==> src/design/sms_pkg.sv <==
`timescale 1ns / 1ps
package sms_pkg;

  localparam int unsigned NumPointsDef = 256;
  localparam int unsigned CoordBitsDef = 20;

  // distance thresholds and score constants
  localparam int unsigned NearSq    = 160000;
  localparam int unsigned FarSq     = 1000000;
  localparam int unsigned DivOffset = 1200;
  localparam int unsigned Numer     = 256 * (NearSq + DivOffset);

  localparam int unsigned BestW = 20;
  localparam int unsigned DenW  = 21;
  localparam int unsigned NumW  = 26;
  localparam int unsigned QuoW  = 16;
  localparam int unsigned IdxSW = 10;

  typedef enum logic [1:0] {
    OP_LOAD_REF  = 2'd0,
    OP_LOAD_CAND = 2'd1,
    OP_BUILD     = 2'd2,
    OP_SCORE     = 2'd3
  } op_e;

  typedef enum logic {
    KIND_BUILT = 1'b0,
    KIND_SCORE = 1'b1
  } kind_e;

  typedef enum logic [3:0] {
    ST_IDLE,
    ST_RCHK,
    ST_RWIN,
    ST_CCHK,
    ST_CRD,
    ST_MX,
    ST_MY,
    ST_CMP,
    ST_REND,
    ST_DIV,
    ST_OUT
  } state_e;

endpackage

==> src/design/sms_div.sv <==
`timescale 1ns / 1ps
module sms_div (
  input  logic                      clk_i,
  input  logic                      rst_ni,
  input  logic                      start_i,
  input  logic [sms_pkg::DenW-1:0]  den_i,
  output logic                      done_o,
  output logic [sms_pkg::QuoW-1:0]  quo_o
);
  import sms_pkg::*;

  localparam int unsigned CntW = $clog2(NumW + 1);

  logic [DenW:0]   rem_q;
  logic [DenW-1:0] den_q;
  logic [NumW-1:0] num_q;
  logic [NumW-1:0] quo_q;
  logic [CntW-1:0] cnt_q;
  logic            busy_q;
  logic            done_q;
  logic [DenW:0]   trial;
  logic            fits;

  // one quotient bit per cycle, restoring
  assign trial = {rem_q[DenW-1:0], num_q[NumW-1]};
  assign fits  = trial >= {1'b0, den_q};

  always_ff @(posedge clk_i or negedge rst_ni) begin
    if (!rst_ni) begin
      busy_q <= 1'b0;
      done_q <= 1'b0;
      cnt_q  <= '0;
    end else begin
      done_q <= 1'b0;
      if (start_i) begin
        busy_q <= 1'b1;
        cnt_q  <= CntW'(NumW);
      end else if (busy_q) begin
        cnt_q <= cnt_q - 1'b1;
        if (cnt_q == CntW'(1)) begin
          busy_q <= 1'b0;
          done_q <= 1'b1;
        end
      end
    end
  end

  // datapath
  always_ff @(posedge clk_i) begin
    if (start_i) begin
      rem_q <= '0;
      den_q <= den_i;
      num_q <= NumW'(Numer);
      quo_q <= '0;
    end else if (busy_q) begin
      rem_q <= fits ? (trial - {1'b0, den_q}) : trial;
      num_q <= {num_q[NumW-2:0], 1'b0};
      quo_q <= {quo_q[NumW-2:0], fits};
    end
  end

  assign done_o = done_q;
  assign quo_o  = quo_q[QuoW-1:0];

endmodule

==> config.mk <==
export PLATFORM = sky130hd
export DESIGN_NAME = sms_div
export DESIGN_NICKNAME = d
export VERILOG_FILES = /design/src/design/sms_pkg.sv /design/src/design/sms_div.sv
export SDC_FILE = /design/constraint.sdc
export NUM_CORES = 1
export LEC_CHECK = 0
export ABC_AREA = 0
export BUFFER_PORTS_ARGS = -buffer_cell sky130_fd_sc_hd__buf_4
export CORE_UTILIZATION = 55
export CTS_CLUSTER_SIZE = 20
export DETAILED_ROUTE_END_ITERATION = 16
export PLACE_DENSITY = 0.84
export SLEW_MARGIN = 0
export SYNTH_ARGS = -nofsm -noshare
export SYNTH_HDL_FRONTEND = slang
export SYNTH_SLANG_ARGS = --single-unit
==> constraint.sdc <==
create_clock -name clk_i -period 7.4 [get_ports clk_i]
set_input_delay 0.37 -clock clk_i [delete_from_list [all_inputs] [get_ports clk_i]]
set_output_delay 0.37 -clock clk_i [all_outputs]
set_load 0.05 [all_outputs]
Word-level counts from Yosys, hierarchy flattened
Index checks and enable logic that the tools add are counted.
{"block": "totals", "mem_bits_ro": 0, "word_cells": 21, "ram_bits": 0, "n_memories": 0, "output_inout_bits": 17, "input_bits": 24, "latchBits": 0, "reg_bits": 79}
{"block": "op_classes", "bitwise_logic": 0, "mul": 0, "n_lt_le_gt_ge": 1, "n_reduce_logical": 1, "n_div": 0, "n_shift": 0, "n_eq_ne": 1, "n_mux": 9, "n_addsub": 2}
{"op": "22-bit by 21-bit greater-or-equal comparator with 1-bit output", "n": 1}
{"op": "21-bit 2-to-1 mux", "n": 1}
{"op": "21-bit subtractor", "n": 1}
{"op": "5-bit 2-to-1 mux", "n": 2}
{"op": "1-bit 2-to-1 mux", "n": 6}
{"op": "5-bit by 1-bit == test with 1-bit output (second input constant)", "n": 1}
{"op": "5-bit by 1-bit subtractor with 5-bit output (second input constant)", "n": 1}
{"op": "2-bit nonzero test", "n": 1}

Logic depth before layout (Yosys ltp)
{"block": "depth", "ltp_word": 4, "mapped_depth": 12, "ltp_nobuf": 10}

Worst setup path after synthesis
OpenSTA, ideal clock, no wires.
{"block": "synth_path", "path_kind": "register to register", "from": "register num_q[25]", "to": "register rem_q[12]", "stages_incl_launch_ff": 13, "synth_period_minus_slack_ns": 2.568, "required_time_ns": 7.309, "arrival_time_ns": 2.477, "slack_ns": 4.832, "setup_time_ns": 0.091, "path_buffers": 2, "path_cell_list": "dfxtp_1 > inv_1 > ha_1 > inv_1 > fa_1 > a211oi_1 > o211ai_2 > a221oi_2 > or4_1 > buf_2 > buf_4 > nand3_1 > a311oi_1"}
{"block": "synth_between", "elab_chain_len": 2, "word_cells_on_any_way": 3, "cone_classes": "1 x add/sub; 1 x order compare; 1 x mux"}
{"item": "start, declared", "line_no": "sms_div.sv:16", "text": "logic [NumW-1:0] num_q;"}
{"item": "start signal, assigned", "line_no": "sms_div.sv:53", "text": "num_q <= NumW'(Numer);"}
{"item": "start signal, assigned", "line_no": "sms_div.sv:57", "text": "num_q <= {num_q[NumW-2:0], 1'b0};"}
{"item": "21-bit subtractor / 22-bit by 21-bit greater-or-equal comparator with 1-bit output (equally long branches)", "line_no": "sms_div.sv:56, sms_div.sv:26"}
{"item": "21-bit 2-to-1 mux (*)", "line_no": "sms_div.sv:56", "text": "rem_q <= fits ? (trial - {1'b0, den_q}) : trial;"}
{"item": "end signal, assigned", "line_no": "sms_div.sv:56"}
{"item": "end, declared", "line_no": "sms_div.sv:14", "text": "logic [DenW:0] rem_q;"}
Every way passes the cells marked *; elsewhere a longest branch is shown, timed or not.
A chain may end at the register's enable or synchronous reset.

Worst setup path in the final report
{"block": "layout_path", "from": "register num_q[25]", "to": "register rem_q[8]"}
Same word-level chain as after synthesis.

==> results.cfg <==
[yosys]
ys_ff_latch = 79
yosysWarningCount = 0
synth_fp_nets = 534
number_of_flops_mapped_to_enable_cells_by_yosys = 21
synth.yosys.seq_area_share_pct = 41.45
post_synth.cell_area_avg_um2 = 9.067
synthDominantAreaCellType = sky130_fd_sc_hd__dfxtp_1
synth_area_leaders = sky130_fd_sc_hd__dfxtp_1 (23%), sky130_fd_sc_hd__edfxtp_1 (14%), sky130_fd_sc_hd__mux2i_1 (6.6%), sky130_fd_sc_hd__ha_1 (6.5%), sky130_fd_sc_hd__nor2_1 (4.5%)
yosysMostFrequentCell = sky130_fd_sc_hd__nor2_1
postSynth.topFlopCell = sky130_fd_sc_hd__dfxtp_1
post_synth_instance_area_um2 = 4407
synth_top_area_share_pct = 23.17
ys_types = 59
synthTopCellsByCount = sky130_fd_sc_hd__nor2_1 (53), sky130_fd_sc_hd__dfxtp_1 (51), sky130_fd_sc_hd__nand2_1 (42), sky130_fd_sc_hd__inv_1 (31), sky130_fd_sc_hd__mux2i_1 (29)
postSynth.asyncResetShare_pct = 8.861
synthesis.instances = 486

[critical_path]
reg2reg_from = num_q[25]
r2r.worst_path.cells = 10
worst_setup_path_end_kind = flip-flop
cpMaxStageDelayCell = sky130_fd_sc_hd__or4_1
setup.reg_to_reg.worst_slack_ps = 4100
cp-endpoint = rem_q[8]
worst_path_most_repeated_cell = sky130_fd_sc_hd__inv_1
rr_endpoint = rem_q[8]
timing.setup.critical_path_class = reg2reg
timing.critical_path.fanout_max = 14
arrival_time_at_the_worst_endpoint_ps = 3550
cp_slowest_stage_delay_ps = 500
critical_path_cell_by_cell = inv_1, ha_1, inv_1, fa_1, a211oi_1, o211ai_2, a221oi_2, or4_1, nand2_1, o311ai_0
timing.critical_path.from_type = flip-flop
critical_path_required_ps = 7650
timing.critical_path.from = num_q[25]

[grt]
grt_pass1_vias = 3312
number_of_antenna_violations_at_the_first_check_in_global_routing = 0
track_usage_pct = 24.42
grt_overflow_total = 0
global_route_wire_length_before_repair_um = 16120
pin_count_of_the_biggest_net_entering_global_routing = 70

[clock_tree]
clk_pin_slew_worst_paths_ps = 90
cts_hold_buffers = 1
cts-htree-levels = 3
post_cts_setup_inserts = 0
clkLatencyLatePin_ps = 370
postCtsResizedCells = 0
tritoncts_clock_tree = built
clockBufferDepth = 2
cts_num_sinks = 79
number_of_buffers_added_by_the_clock_tree_synthesis_step = 9
cts-root-buf = sky130_fd_sc_hd__clkbuf_8

[route]
initialDrtViolationCount = 278
drc_errors = 0
via_cell_ratio = 6.098
antenna_violating_nets_post_route = 0
wl_per_cell_um = 16.25
routed_wl_um = 9980
first_pass_iters = 5
dr_total_vias = 3744

[timing]
final.min_clock_period_ps = 3301
finalWorstSetupSlack_ps = 4099
final.setup_skew_ps = 9.584
fmax_ghz = 0.3029
drv_slew = 0
maxSlewHeadroom_pct = 34.45
worst-slew-pin-transition_ps = 975.9
finalHoldWorstSlack_ps = 167.9
finalSetupViolCount = 0
min_period_over_period_pct = 44.61
hold_violations = 0
timing.setup.tns_ps = 0
grt_setup_unrepaired = false

[placement]
detailedPlacementHpwl_um = 6720
gp_congestion = 0.9019
placement.setup.worst_slack_ps = 4254
port_buffers = 40

[run]
max_cap_violations = 0

[power_and_ir_drop]
pwr_density_cell_nw_per_um2 = 331.4
ir_drop_mv = 0.1934
total_leakage_power_nw = 2.277

[cells_and_area]
insertedDiodeCount = 0
drive_above_1_share_pct = 13.48
fillers = 664
nets = 555
syn_to_final_growth_pct = 11.41

[run_status]
result_of_the_run = finished, final reports clean

[floorplanning]
die_w_um = 91.51
die_area_um2 = 8374
design.core.area_um2 = 7727
die_h_um = 91.51
start_util_pct = 57.03
io_pins = 41
row_count = 32

[worst_hold_path]
hold_path_class = in2reg
==> how the worst min path moves through the flow <==
stage | slack (ps) | cells after the start | start | endpoint
2_1_floorplan | 70 | 0 | rst_ni | busy_q
3_3_place_gp | 190 | 1 | rst_ni | cnt_q[2]
3_5_place_dp | 190 | 1 | rst_ni | cnt_q[2]
4_1_cts | 170 | 1 | den_i[16] | den_q[16]
5_1_grt | 160 | 1 | den_i[13] | den_q[13]
6_report | 170 | 1 | den_i[9] | den_q[9]
==> routing by layer <==
metal	routed length (um)	up-vias	track usage (%)
met1	4611	1778	32.64
met4	250	0	8.466
met2	4534	134	38.35
met3	584	23	6.114
li1	-	1809	-
met5	0	-	0
==> area by class of cell <==
cell class              count  area, um^2  area share, %
clock inverters             6       55.05          1.121
repair buffers             42       317.8          6.473
flip-flops and latches     79        1828          37.23
inverters                  32       120.1          2.446
multi-input cells         343        2312          47.09
clock buffers              10       148.9          3.033
well taps                 102       127.6          2.599
==> kinds of logic (layout without fill, tap and decap cells) <==
logic type               count (synthesis)  in the layout  share of synthesized area [%]
AND/OR/NAND/NOR                        153            153                          16.44
AO/OA/AOI/OAI                          116            116                          18.29
flip-flops                              79             79                          41.45
buffers and inverters                   64             90                          6.076
multiplexers                            29             29                          6.587
adder cells (fa/ha/maj)                 24             24                          6.985
XOR/XNOR                                21             21                          4.174
==> worst max-delay path, delay by kind of cell, from the launching register on <==
kind,cells,cell delay [ps]
fa+ha+maj,2,590
compound gates,4,1390
buf+inv,2,120
flops,1,320
simple gates,2,750
==> per-stage QoR <==
stage               instance area (um^2)  util (%)  instances  total power, mW
floorplan                           4407         -        486            1.120
global placement                    4696     60.77        597            1.254
detailed placement                  4696     60.77        597            1.274
CTS                                 4910     63.54        614            1.610
global route                        4910     63.54        614            1.720
finish                              4910     63.54        614            1.627
==> placed cells by master, fill, tap and decap left out, types with 5 or more instances in the layout <==
cell	count
sky130_fd_sc_hd__nor2_1	53
sky130_fd_sc_hd__dfxtp_1	51
sky130_fd_sc_hd__nand2_1	42
sky130_fd_sc_hd__buf_4	41
sky130_fd_sc_hd__inv_1	31
sky130_fd_sc_hd__mux2i_1	29
sky130_fd_sc_hd__o21ai_0	27
sky130_fd_sc_hd__a21oi_1	25
sky130_fd_sc_hd__ha_1	23
sky130_fd_sc_hd__nand3_1	22
sky130_fd_sc_hd__edfxtp_1	21
sky130_fd_sc_hd__xnor2_1	16
sky130_fd_sc_hd__a311oi_1	9
sky130_fd_sc_hd__clkbuf_8	9
sky130_fd_sc_hd__a211oi_1	7
sky130_fd_sc_hd__nand4_1	6
sky130_fd_sc_hd__and3_1	6
sky130_fd_sc_hd__o41ai_1	6
sky130_fd_sc_hd__dfrtp_1	6
sky130_fd_sc_hd__a21o_1	5
sky130_fd_sc_hd__xor2_1	5
sky130_fd_sc_hd__a31oi_1	5
==> state kept, by name, summed over array words and instances, names as in the netlist <==
register  cells
cnt_q         5
quo_q        16
busy_q        1
num_q        14
rem_q        21
den_q        21
done_o        1
==> report_power, final <==
part	leakage [nW]	switching (mW)	total [mW]	internal, mW
Clock	0.107	0.185	0.336	0.151
Sequential	0.701	0.0633	0.577	0.514
Combinational	1.47	0.440	0.714	0.274
Power figures use the tool's default switching activity.
